$ cat src/sv/fcpm_pkg.sv
`timescale 1ns / 1ps

package fcpm_pkg;

	// pixel components and luma
	localparam int PIX_W  = 8;
	localparam int LUMA_W = 18;
	localparam logic [LUMA_W-1:0] LUMA_KR    = 18'd299;
	localparam logic [LUMA_W-1:0] LUMA_KG    = 18'd587;
	localparam logic [LUMA_W-1:0] LUMA_KB    = 18'd114;
	localparam logic [LUMA_W-1:0] LUMA_LIMIT = 18'd150000;

	// color rule bounds
	localparam logic [PIX_W-1:0] RED_MIN   = 8'd190;
	localparam logic [PIX_W-1:0] GREEN_MIN = 8'd100;
	localparam logic [PIX_W-1:0] BLUE_MAX  = 8'd140;

	// counters
	localparam int MAX_FRAME_PIXELS = 2097152;
	localparam int CNT_W = 22;
	localparam int CNT_SAT_MAX = 4194303;
	localparam logic [CNT_W-1:0] CNT_LIMIT =
		CNT_W'((MAX_FRAME_PIXELS < CNT_SAT_MAX) ? MAX_FRAME_PIXELS : CNT_SAT_MAX);

	// Q16 level and configuration
	localparam int LEVEL_W = 17;
	localparam int RATE_W  = 8;
	localparam int CFG_W   = 17;
	localparam int CFG_IDX_W = 2;
	localparam logic [LEVEL_W-1:0] Q16_ONE = 17'd65536;

	localparam logic [CFG_IDX_W-1:0] REG_AREA_THRESHOLD = 2'd0;
	localparam logic [CFG_IDX_W-1:0] REG_FREQ_THRESHOLD = 2'd1;
	localparam logic [CFG_IDX_W-1:0] REG_FRAME_RATE     = 2'd2;

	localparam logic [LEVEL_W-1:0] AREA_RESET = 17'd1311;
	localparam logic [LEVEL_W-1:0] FREQ_RESET = 17'd13107;
	localparam logic [RATE_W-1:0]  RATE_RESET = 8'd25;

	// level division
	localparam int NUM_W  = RATE_W + LEVEL_W;
	localparam int DIVR_W = RATE_W + 1;
	localparam int DIV_STEPS = NUM_W;
	localparam int STEP_W = $clog2(DIV_STEPS);
	localparam int PROD_W = LEVEL_W + CNT_W;

	// queue between classifier and accumulator
	localparam int QUEUE_DEPTH = 4;
	localparam int QPTR_W = $clog2(QUEUE_DEPTH);

	typedef struct packed {
		logic color;
		logic luma_hit;
		logic last;
	} class_t;

	typedef struct packed {
		logic                 we;
		logic [CFG_IDX_W-1:0] index;
		logic [CFG_W-1:0]     data;
	} cfg_wr_t;

endpackage

$ cat src/sv/fcpm_front.sv
`timescale 1ns / 1ps

module fcpm_front (
	input  logic [fcpm_pkg::PIX_W-1:0] red,
	input  logic [fcpm_pkg::PIX_W-1:0] green,
	input  logic [fcpm_pkg::PIX_W-1:0] blue,
	input  logic                       frame_end,
	output fcpm_pkg::class_t           cls
);

	logic [fcpm_pkg::LUMA_W-1:0] luma;

	assign luma = {10'b0, red}   * fcpm_pkg::LUMA_KR
	            + {10'b0, green} * fcpm_pkg::LUMA_KG
	            + {10'b0, blue}  * fcpm_pkg::LUMA_KB;

	always_comb begin
		cls.color = (red > green) && (green > blue) && (red > fcpm_pkg::RED_MIN)
		         && (green > fcpm_pkg::GREEN_MIN) && (blue < fcpm_pkg::BLUE_MAX);
		// level gate is applied later, in order with the level updates
		cls.luma_hit = luma > fcpm_pkg::LUMA_LIMIT;
		cls.last = frame_end;
	end

endmodule

$ cat src/sv/fcpm_queue.sv
`timescale 1ns / 1ps

module fcpm_queue (
	input  logic             clk,
	input  logic             arst_n,
	input  logic             push,
	input  fcpm_pkg::class_t push_data,
	output logic             full,
	input  logic             pop,
	output logic             not_empty,
	output fcpm_pkg::class_t pop_data
);

	fcpm_pkg::class_t             mem_q [fcpm_pkg::QUEUE_DEPTH];
	logic [fcpm_pkg::QPTR_W-1:0]  wr_ptr_q;
	logic [fcpm_pkg::QPTR_W-1:0]  rd_ptr_q;
	logic [fcpm_pkg::QPTR_W:0]    count_q;

	assign full      = count_q == (fcpm_pkg::QPTR_W + 1)'(fcpm_pkg::QUEUE_DEPTH);
	assign not_empty = count_q != '0;
	assign pop_data  = mem_q[rd_ptr_q];

	always_ff @(posedge clk) begin
		if (push) begin
			mem_q[wr_ptr_q] <= push_data;
		end
	end

	always_ff @(posedge clk or negedge arst_n) begin
		if (!arst_n) begin
			wr_ptr_q <= '0;
			rd_ptr_q <= '0;
			count_q  <= '0;
		end else begin
			if (push) begin
				wr_ptr_q <= wr_ptr_q + 1'b1;
			end
			if (pop) begin
				rd_ptr_q <= rd_ptr_q + 1'b1;
			end
			if (push && !pop) begin
				count_q <= count_q + 1'b1;
			end else if (pop && !push) begin
				count_q <= count_q - 1'b1;
			end
		end
	end

	a_no_overflow: assert property (@(posedge clk) disable iff (!arst_n)
		full |-> !push)
		else $error("queue written while full");
	a_no_underflow: assert property (@(posedge clk) disable iff (!arst_n)
		!not_empty |-> !pop)
		else $error("queue read while empty");
	a_count_bound: assert property (@(posedge clk) disable iff (!arst_n)
		count_q <= (fcpm_pkg::QPTR_W + 1)'(fcpm_pkg::QUEUE_DEPTH))
		else $error("queue count beyond depth");

endmodule

$ cat src/sv/fcpm_back.sv
`timescale 1ns / 1ps

module fcpm_back (
	input  logic                           clk,
	input  logic                           arst_n,
	input  fcpm_pkg::cfg_wr_t              cfg,
	input  logic                           q_not_empty,
	input  fcpm_pkg::class_t               q_data,
	output logic                           pop,
	output logic                           out_valid,
	input  logic                           out_ready,
	output logic                           fire_mask,
	output logic                           by_color_rule,
	output logic                           frame_done,
	output logic [fcpm_pkg::CNT_W-1:0]     fire_count,
	output logic [fcpm_pkg::CNT_W-1:0]     color_rule_count,
	output logic                           color_enough,
	output logic [fcpm_pkg::LEVEL_W-1:0]   history_level
);

	localparam logic [2:0] ST_IDLE = 3'd0;
	localparam logic [2:0] ST_MUL  = 3'd1;
	localparam logic [2:0] ST_CMP  = 3'd2;
	localparam logic [2:0] ST_DIV  = 3'd3;
	localparam logic [2:0] ST_OUT  = 3'd4;

	function automatic logic [fcpm_pkg::CNT_W-1:0] sat_inc(
		input logic [fcpm_pkg::CNT_W-1:0] v,
		input logic                       inc
	);
		if (!inc) begin
			return v;
		end
		return (v >= fcpm_pkg::CNT_LIMIT) ? fcpm_pkg::CNT_LIMIT : v + 1'b1;
	endfunction

	logic [2:0] state_q;

	logic [fcpm_pkg::LEVEL_W-1:0] area_q;
	logic [fcpm_pkg::LEVEL_W-1:0] freq_q;
	logic [fcpm_pkg::RATE_W-1:0]  rate_q;
	logic [fcpm_pkg::LEVEL_W-1:0] level_q;

	logic [fcpm_pkg::CNT_W-1:0] fire_tally_q;
	logic [fcpm_pkg::CNT_W-1:0] color_tally_q;
	logic [fcpm_pkg::CNT_W-1:0] pixel_tally_q;

	// frame-end work registers
	logic [fcpm_pkg::CNT_W-1:0]  fcnt_q;
	logic [fcpm_pkg::CNT_W-1:0]  ccnt_q;
	logic [fcpm_pkg::CNT_W-1:0]  pcnt_q;
	logic                        mask_q;
	logic                        color_q;
	logic                        enough_q;
	logic [fcpm_pkg::PROD_W-1:0] prod_q;
	logic [fcpm_pkg::NUM_W-1:0]  num_q;
	logic [fcpm_pkg::DIVR_W-1:0] divr_q;
	logic [fcpm_pkg::DIVR_W-1:0] rem_q;
	logic [fcpm_pkg::STEP_W-1:0] step_q;

	logic out_valid_q;
	logic out_free;

	logic                         fire;
	logic [fcpm_pkg::CNT_W-1:0]   fcnt;
	logic [fcpm_pkg::CNT_W-1:0]   ccnt;
	logic [fcpm_pkg::CNT_W-1:0]   pcnt;
	logic                         enough;
	logic [fcpm_pkg::NUM_W-1:0]   num;
	logic [fcpm_pkg::DIVR_W:0]    rem_sh;
	logic                         rem_ge;
	logic [fcpm_pkg::LEVEL_W-1:0] lvl;
	logic                         load_pix;
	logic                         load_frame;

	assign out_free  = !out_valid_q || out_ready;
	assign out_valid = out_valid_q;
	assign pop       = (state_q == ST_IDLE) && q_not_empty && out_free;
	assign load_pix  = pop && !q_data.last;
	assign load_frame = (state_q == ST_OUT) && out_free;

	always_comb begin
		fire = q_data.color || (q_data.luma_hit && (level_q < freq_q));
		fcnt = sat_inc(fire_tally_q, fire);
		ccnt = sat_inc(color_tally_q, q_data.color);
		pcnt = sat_inc(pixel_tally_q, 1'b1);

		enough = {1'b0, ccnt_q, 16'b0} > prod_q;
		num = fcpm_pkg::NUM_W'(level_q) * fcpm_pkg::NUM_W'(rate_q)
		    + (enough ? fcpm_pkg::NUM_W'(fcpm_pkg::Q16_ONE) : '0);

		rem_sh = {rem_q, num_q[fcpm_pkg::NUM_W-1]};
		rem_ge = rem_sh >= {1'b0, divr_q};

		// quotient sits in num_q once the division is through
		lvl = (num_q > fcpm_pkg::NUM_W'(fcpm_pkg::Q16_ONE)) ? fcpm_pkg::Q16_ONE
		    : num_q[fcpm_pkg::LEVEL_W-1:0];
	end

	always_ff @(posedge clk or negedge arst_n) begin
		if (!arst_n) begin
			area_q <= fcpm_pkg::AREA_RESET;
			freq_q <= fcpm_pkg::FREQ_RESET;
			rate_q <= fcpm_pkg::RATE_RESET;
		end else if (cfg.we) begin
			unique case (cfg.index)
				fcpm_pkg::REG_AREA_THRESHOLD: area_q <= cfg.data;
				fcpm_pkg::REG_FREQ_THRESHOLD: freq_q <= cfg.data;
				fcpm_pkg::REG_FRAME_RATE:     rate_q <= cfg.data[fcpm_pkg::RATE_W-1:0];
				default: ;
			endcase
		end
	end

	always_ff @(posedge clk or negedge arst_n) begin
		if (!arst_n) begin
			state_q       <= ST_IDLE;
			level_q       <= fcpm_pkg::Q16_ONE;
			fire_tally_q  <= '0;
			color_tally_q <= '0;
			pixel_tally_q <= '0;
			step_q        <= '0;
			out_valid_q   <= 1'b0;
		end else begin
			if (load_pix || load_frame) begin
				out_valid_q <= 1'b1;
			end else if (out_ready) begin
				out_valid_q <= 1'b0;
			end
			unique case (state_q)
				ST_IDLE: begin
					if (pop) begin
						if (q_data.last) begin
							fire_tally_q  <= '0;
							color_tally_q <= '0;
							pixel_tally_q <= '0;
							state_q       <= ST_MUL;
						end else begin
							fire_tally_q  <= fcnt;
							color_tally_q <= ccnt;
							pixel_tally_q <= pcnt;
						end
					end
				end
				ST_MUL: begin
					state_q <= ST_CMP;
				end
				ST_CMP: begin
					step_q  <= '0;
					state_q <= ST_DIV;
				end
				ST_DIV: begin
					step_q <= step_q + 1'b1;
					if (step_q == fcpm_pkg::STEP_W'(fcpm_pkg::DIV_STEPS - 1)) begin
						state_q <= ST_OUT;
					end
				end
				ST_OUT: begin
					if (out_free) begin
						level_q <= lvl;
						state_q <= ST_IDLE;
					end
				end
				default: state_q <= ST_IDLE;
			endcase
		end
	end

	// datapath, no reset
	always_ff @(posedge clk) begin
		if (pop && q_data.last) begin
			fcnt_q  <= fcnt;
			ccnt_q  <= ccnt;
			pcnt_q  <= pcnt;
			mask_q  <= fire;
			color_q <= q_data.color;
		end
		if (state_q == ST_MUL) begin
			prod_q <= {5'b0, area_q, 17'b0} == '0 ? '0 : {22'b0, area_q} * {17'b0, pcnt_q};
		end
		if (state_q == ST_CMP) begin
			enough_q <= enough;
			num_q    <= num;
			divr_q   <= {1'b0, rate_q} + 1'b1;
			rem_q    <= '0;
		end
		if (state_q == ST_DIV) begin
			// restoring division, one quotient bit per cycle
			rem_q <= rem_ge ? fcpm_pkg::DIVR_W'(rem_sh - {1'b0, divr_q})
			                : rem_sh[fcpm_pkg::DIVR_W-1:0];
			num_q <= {num_q[fcpm_pkg::NUM_W-2:0], rem_ge};
		end
		if (load_pix) begin
			fire_mask        <= fire;
			by_color_rule    <= q_data.color;
			frame_done       <= 1'b0;
			fire_count       <= '0;
			color_rule_count <= '0;
			color_enough     <= 1'b0;
			history_level    <= '0;
		end else if (load_frame) begin
			fire_mask        <= mask_q;
			by_color_rule    <= color_q;
			frame_done       <= 1'b1;
			fire_count       <= fcnt_q;
			color_rule_count <= ccnt_q;
			color_enough     <= enough_q;
			history_level    <= lvl;
		end
	end

	a_level_bound: assert property (@(posedge clk) disable iff (!arst_n)
		level_q <= fcpm_pkg::Q16_ONE)
		else $error("history level above one");
	a_no_pop_busy: assert property (@(posedge clk) disable iff (!arst_n)
		(state_q != ST_IDLE) |-> !pop)
		else $error("queue read during frame-end work");
	a_idle_counts: assert property (@(posedge clk) disable iff (!arst_n)
		(out_valid && !frame_done) |-> (fire_count == '0 && color_rule_count == '0
		&& !color_enough && history_level == '0))
		else $error("frame fields set on a pixel inside the frame");
	a_color_le_fire: assert property (@(posedge clk) disable iff (!arst_n)
		(out_valid && frame_done) |-> (color_rule_count <= fire_count))
		else $error("color count above fire count");
	a_level_held: assert property (@(posedge clk) disable iff (!arst_n)
		(state_q == ST_IDLE) |=> (level_q == $past(level_q)))
		else $error("level changed outside frame end");

endmodule

$ cat src/sv/fire_color_pixel_mask.sv
`timescale 1ns / 1ps
// out_valid rises once a pixel transaction has passed a queue slot, then the output register
// throughput: 1 pixel per cycle inside a frame while out_ready is high; the last pixel
// of a frame holds the accumulator for product, compare, a 25-step level division and output
// a 4-entry queue after the classifier absorbs part of that, then in_ready drops
// reset: asynchronous, active low; state and config registers reset, datapath not, level at 1.0
module fire_color_pixel_mask (
	input  logic                                clk,
	input  logic                                arst_n,
	input  logic                                in_valid,
	output logic                                in_ready,
	input  logic [fcpm_pkg::PIX_W-1:0]          red,
	input  logic [fcpm_pkg::PIX_W-1:0]          green,
	input  logic [fcpm_pkg::PIX_W-1:0]          blue,
	input  logic                                frame_end,
	output logic                                out_valid,
	input  logic                                out_ready,
	output logic                                fire_mask,
	output logic                                by_color_rule,
	output logic                                frame_done,
	output logic [fcpm_pkg::CNT_W-1:0]          fire_count,
	output logic [fcpm_pkg::CNT_W-1:0]          color_rule_count,
	output logic                                color_enough,
	output logic [fcpm_pkg::LEVEL_W-1:0]        history_level,
	input  logic                                cfg_we,
	input  logic [fcpm_pkg::CFG_IDX_W-1:0]      cfg_index,
	input  logic [fcpm_pkg::CFG_W-1:0]          cfg_data
);

	fcpm_pkg::class_t  cls;
	fcpm_pkg::class_t  q_data;
	fcpm_pkg::cfg_wr_t cfg;
	logic              q_full;
	logic              q_not_empty;
	logic              pop;
	logic              push;

	assign in_ready = !q_full;
	assign push     = in_valid && !q_full;

	always_comb begin
		cfg.we    = cfg_we;
		cfg.index = cfg_index;
		cfg.data  = cfg_data;
	end

	fcpm_front u_front (
		.red       (red),
		.green     (green),
		.blue      (blue),
		.frame_end (frame_end),
		.cls       (cls)
	);

	fcpm_queue u_queue (
		.clk       (clk),
		.arst_n    (arst_n),
		.push      (push),
		.push_data (cls),
		.full      (q_full),
		.pop       (pop),
		.not_empty (q_not_empty),
		.pop_data  (q_data)
	);

	fcpm_back u_back (
		.clk              (clk),
		.arst_n           (arst_n),
		.cfg              (cfg),
		.q_not_empty      (q_not_empty),
		.q_data           (q_data),
		.pop              (pop),
		.out_valid        (out_valid),
		.out_ready        (out_ready),
		.fire_mask        (fire_mask),
		.by_color_rule    (by_color_rule),
		.frame_done       (frame_done),
		.fire_count       (fire_count),
		.color_rule_count (color_rule_count),
		.color_enough     (color_enough),
		.history_level    (history_level)
	);

endmodule
$ cat config.mk
export PLATFORM = sky130hd
export DESIGN_NAME = fire_color_pixel_mask
export DESIGN_NICKNAME = d
export VERILOG_FILES = /design/src/sv/fcpm_pkg.sv /design/src/sv/fcpm_front.sv /design/src/sv/fcpm_queue.sv /design/src/sv/fcpm_back.sv /design/src/sv/fire_color_pixel_mask.sv
export SDC_FILE = /design/constraint.sdc
export NUM_CORES = 2
export LEC_CHECK = 0
export BUFFER_PORTS_ARGS = -buffer_cell sky130_fd_sc_hd__buf_2
export CORE_MARGIN = 4
export CORE_UTILIZATION = 25
export CTS_BUF_LIST = sky130_fd_sc_hd__clkbuf_16
export CTS_CLUSTER_SIZE = 8
export DETAILED_ROUTE_END_ITERATION = 10
export PLACE_DENSITY_LB_ADDON = 0.15
export SYNTH_ARGS = -nofsm -noshare
export SYNTH_HDL_FRONTEND = slang
export SYNTH_SLANG_ARGS = --single-unit
$ cat constraint.sdc
create_clock -name clk -period 8.7 [get_ports clk]
set_input_delay 1.305 -clock clk [delete_from_list [all_inputs] [get_ports clk]]
set_output_delay 1.305 -clock clk [all_outputs]
set_load 0.03 [all_outputs]
After elaboration in Yosys (flattened, before gate mapping) --
Memories as Yosys holds them, arrays and structs flattened. Index checks and enable logic that the tools add are counted.
Storage, ports and cells: register bits 357, RAM bits 12, input bits 49, output and inout bits 67, logic and storage cells 140, memories 1
Memories:
- u_queue.mem_q | depth 4, width 3, read ports 1, clocked after Yosys merged registers in 0, wr ports 1, line fcpm_queue.sv:14 | fcpm_pkg::class_t mem_q [fcpm_pkg::QUEUE_DEPTH];
Cells by class: add/subtract/negate cells 13, multipliers 5, $lt $le $gt $ge 13, equality and inequality tests 12, mux-type cells 31, reductions and logical operators 35
Operators with widths (count):
- 22-bit two-way mux | 8
- 22-bit by 1-bit adder with 22-bit output, second input constant | 3
- 22-bit greater-or-equal comparator, second input constant | 3
- 25-bit two-way mux | 2
- 38-bit by 39-bit > comparator with 1-bit output | 1
- 17-bit by 22-bit multiplier with 39-bit output | 1
- 17-bit two-way mux | 2
- 9-bit two-way mux | 3
- 25-bit adder | 1
- 25-bit by 17-bit > comparator with 1-bit output, second input constant | 1
- 17-bit by 8-bit multiplier with 25-bit output | 1
- 17-bit by 18-bit adder with 18-bit output | 1
- 18-bit by 15-bit adder with 18-bit output | 1
- 18-bit > comparator, second input constant | 1
- 8-bit by 10-bit multiplier with 18-bit output, second input constant | 1
- 3-bit two-way mux | 6
- 17-bit logical NOT | 1
- 17-bit less-than comparator | 1
- 8-bit by 9-bit multiplier with 17-bit output, second input constant | 1
- 8-bit > comparator | 2
- 3-bit one-hot mux with 5 select lines | 1
- 8-bit by 6-bit multiplier with 14-bit output, second input constant | 1
- 1-bit logical AND | 13
- 10-bit by 9-bit greater-or-equal comparator with 1-bit output | 1
- other kinds (26) | 52

Longest topological paths before layout --
depth in word-level cells 7, gate-level depth with buffers 27

By module --
Synthesis repeated with hierarchy kept, for this count alone.
Second synthesis, totals: cells, all modules 3947, area total of the unflattened synthesis 37674.9 um2
Modules (own cells, without submodules):
- fcpm_back | instances 1, cells an instance 3405, area an instance 32249.7 um2, sequential area each 9232.6 um2
- fcpm_front | instances 1, cells an instance 490, area an instance 4584.4 um2, sequential area each 0.0 um2
- fcpm_queue | instances 1, cells an instance 50, area an instance 830.8 um2, sequential area each 535.5 um2
- fire_color_pixel_mask | instances 1, cells an instance 2, area an instance 10.0 um2, sequential area each 0.0 um2

Least setup slack after synthesis --
No wires, ideal clock.
path kind input -> register, from input port blue[0] (netlist bit), to memory u_queue.mem_q[0][1] (netlist bit), data pin, library setup time 0.276 ns, arrival time 7.273 ns, slack 1.151 ns, stages on the path 24, buffers on the path 0, path through fa_1 inv_1 fa_1 inv_1 ha_1 ha_1 inv_1 fa_1 xnor2_1 ha_1 fa_1 inv_1 fa_1 fa_1 inv_1 ha_1 a2111oi_0 o21ai_0 a31o_2 a21oi_1 o2111ai_1 xor2_1 o31ai_1 a21oi_1
RTL lines:
- start: declaration | line fire_color_pixel_mask.sv:14 | input logic [fcpm_pkg::PIX_W-1:0] blue,
- end: declaration | line fcpm_queue.sv:14

==> flow_summary.toml <==
[final_layout]
utilization_pct = 28.3
fillers = 15800
stdcell_count = 6017
area_growth_syn_to_layout_pct = 11.8
fin_nets = 4839
diodes = 0
drive_gt1_share_pct = 7.60

[setup_path]
cp-startpoint = "blue[0]"
reg2reg_depth = 18
critPathRequiredTime_ps = 9050
critical_path_depth = 25
rr_startpoint = "u_back.area_q[16]$_DFFE_PN0P_"
worstPathArrival_ps = 7780
path_max_fanout = 7
end_kind = "flip-flop"
cp-start-kind = "input port"
critPathCapture = "u_queue.mem_q[1][1]$_DFFE_PP_"
timing.rr.end = "u_back.prod_q[35]$_SDFFCE_PN0P_"
slowest_stage = "fa_1"
critPathBufInv = 6
criticalPathCategory = "in2reg"
slowest_delay_ps = 540
cpMostUsedCell = "fa_1"
path_delay_family = "adder cells"
reg2reg_slack_ps = 1280

[placed_design]
gp_congestion = 0.769
dpl.hpwl_mm = 84.3
port_buffers = 115
pre_cts_slack_ps = 572
dp.cells = 5915

[cts]
clockBufferDepth = 3
cts_htree_levels = 2
clock-root-buffer = "clkbuf_16"
cts_tree = "done"
postCtsHoldBufs = 0
post_cts_buffers = 0
cts_resized = 0
numClockSinks = 369
numCtsBuffers = 54
clkLatencyLatePin_ps = 640
path_clk_slew_ps = 50

[sta]
final-setup-viol-count = 0
rsz0062_at_grt = "false"
clock_skew_ps = 36.0
period_needed_ps = 7440
fin_crit_sh_pct = 85.5
max_slew_margin_pct = 24.1
fmax_mhz = 134
finalHoldViolCount = 0
worst_slew_pin_slew_ps = 1140
setup_tns_ps = 0
setup_ws_ps = 1260
slew_violations = 0

[grt]
grt_max_degree = 74
grt_pass1_vias = 28700
antenna_found_initial = 0
grt_overflow = 0
grt_usage_pct = 14.4
grt_pass1_wl_mm = 176

[drt]
viasPerCell = 4.45
initialDrtViolationCount = 1347
num_vias = 26800
drt-pass1-iter-count = 5
routed_wl_mm = 111
ant_nets = 0
drcViolationCount = 0
wl_per_cell_um = 18.4

[floorplanning]
die_x_um = 395
dieArea_um2 = 156000
initial_utilization_pct = 25.3
rows = 141
core_um2 = 148000
die_h_um = 395
ioPinCount = 116

[logic_synthesis]
postSynthAreaPerCell_um2 = 9.55
yosysWarnings = 0
ys_types = 77
async_flop_share_pct = 38.2
seq_area_frac_synth_pct = 26.1
synth_top_area_share_pct = 24.8
synth_nets = 4798
ys_seq_elements = 369
synth_edf_count = 165
synth_top_flop_cell = "edfxtp_1"
syn-cell-area_um2 = 37500
ys_top_cells_by_area = "fa_1 (25%), edfxtp_1 (13%), ha_1 (12%), dfrtp_1 (8.1%), inv_1 (6.7%)"
synth_area_leader_cell = "fa_1"
syn_inst = 3928

[status]
outcome = "finished, final reports clean"

[min_path]
holdCritPathClass = "reg2reg"

[job]
cap_violations = 0
-- per-layer routing --
metal	global-route usage [%]	part of all wire, %	vias up
li1	-	-	12800
met1	20.5	49	13500
met2	23.0	45	386
met3	2.57	4.2	79
met4	2.50	1.5	0
met5	0	0	-
-- registers in the layout, indices dropped and copies added, names as in the netlist, 2 cells and up --
signal / cells
u_queue.wr_ptr_q: 2
u_back.prod_q: 39
u_back.divr_q: 9
u_queue.rd_ptr_q: 2
u_back.level_q: 17
u_back.color_tally_q: 22
u_queue.mem_q: 12
u_back.history_level: 17
u_back.freq_q: 17
u_back.rem_q: 9
u_back.fire_count: 22
u_back.pixel_tally_q: 22
u_back.color_rule_count: 22
u_queue.count_q: 3
u_back.rate_q: 8
u_back.area_q: 17
u_back.fire_tally_q: 22
u_back.ccnt_q: 22
u_back.state_q: 3
u_back.pcnt_q: 22
u_back.fcnt_q: 22
u_back.num_q: 25
u_back.step_q: 5
-- layout by cell type, fill, tap and decap left out, types with 122 or more instances in the layout --
master and instances:
a21oi_1 155, nor2_1 150, dfrtp_1 122, and2_1 215, edfxtp_1 165, fa_1 465, ha_1 356, o21ai_0 125
nand2_1 538, inv_1 709
-- synthesized netlist by cell type, types with 17 or more instances --
| cell | count |
|---|---|
| fa_1 | 465 |
| mux2_2 | 46 |
| and3_1 | 25 |
| xor2_1 | 48 |
| a21oi_1 | 155 |
| nor2_1 | 152 |
| nor3_1 | 37 |
| nand2_1 | 538 |
| nand4_1 | 25 |
| a211oi_1 | 17 |
| and2_1 | 215 |
| o31ai_1 | 20 |
| dfxtp_1 | 63 |
| or3_1 | 18 |
| dfrtp_1 | 122 |
| clkbuf_1 | 153 |
| o21ai_0 | 126 |
| nand2b_1 | 23 |
| o211ai_1 | 28 |
| inv_1 | 672 |
| a21o_1 | 42 |
| nand3_1 | 56 |
| edfxtp_1 | 165 |
| ha_1 | 356 |
| nor2b_1 | 19 |
| a22o_1 | 65 |
| o21a_1 | 25 |
| dfstp_2 | 19 |
| nor4_1 | 17 |
| xnor2_1 | 60 |
-- worst register-to-register path: stages, from the launching register on --
cell       delay, ps
dfrtp_1         1080
nand2_1          230
fa_1             600
inv_1             60
fa_1             510
fa_1             560
inv_1             70
fa_1             540
fa_1             540
fa_1             550
inv_1             40
ha_1             390
nand3_1          190
or4_1            490
a21oi_1          410
o2111ai_1        330
o31ai_1          340
xnor2_1          170
nor2_1            60
-- worst min-delay path by stage --
stage | from | end | slack [ps] | cells after the start
global placement | u_back.fire_count[8]$_SDFFE_PP0P_ | u_back.fire_count[8]$_SDFFE_PP0P_ | 440 | 2
floorplan | u_queue.count_q[2]$_DFFE_PN0P_ | u_queue.count_q[2]$_DFFE_PN0P_ | 460 | 1
detailed placement | u_back.fire_count[7]$_SDFFE_PP0P_ | u_back.fire_count[7]$_SDFFE_PP0P_ | 450 | 2
global route | u_back.fire_count[7]$_SDFFE_PP0P_ | u_back.fire_count[7]$_SDFFE_PP0P_ | 480 | 2
finish | u_back.fire_count[7]$_SDFFE_PP0P_ | u_back.fire_count[7]$_SDFFE_PP0P_ | 450 | 2
CTS | u_back.fire_count[7]$_SDFFE_PP0P_ | u_back.fire_count[7]$_SDFFE_PP0P_ | 450 | 2
-- metrics by stage --
| step | area [um2] | hold WS [ps] |
|---|---|---|
| finish | 41900 | 452 |
| global placement | 40300 | 443 |
| global route | 41900 | 476 |
| CTS | 41900 | 455 |
| floorplan | 37500 | 463 |
| detailed placement | 40300 | 447 |
-- logic make-up (layout without fill, tap and decap cells) --
family / Yosys count / in the layout / synth area share [%]
AOI/OAI and AO/OA: 554 / 554 / 9.58
muxes: 53 / 53 / 1.64
xor gates and xnor gates: 108 / 108 / 2.52
adders and majority gates: 821 / 821 / 36.7
DFF: 369 / 369 / 26.1
buffers and inverters: 844 / 931 / 8.50
and+or+nand+nor: 1179 / 1179 / 15.0
-- final cells by class --
cell class | instances | area (um2) | share of cell area (%)
multi-input cells | 2715 | 24600 | 58.7
flip-flops and latches | 369 | 9770 | 23.3
inverters | 673 | 2530 | 6.03
well taps | 2002 | 2500 | 5.98
clock buffers | 56 | 1400 | 3.34
repair buffers | 156 | 890 | 2.12
clock inverters | 46 | 220 | 0.525
Power is not shown: default switching activity piles up to over one toggle a cycle in this logic, so the estimate is an artifact.
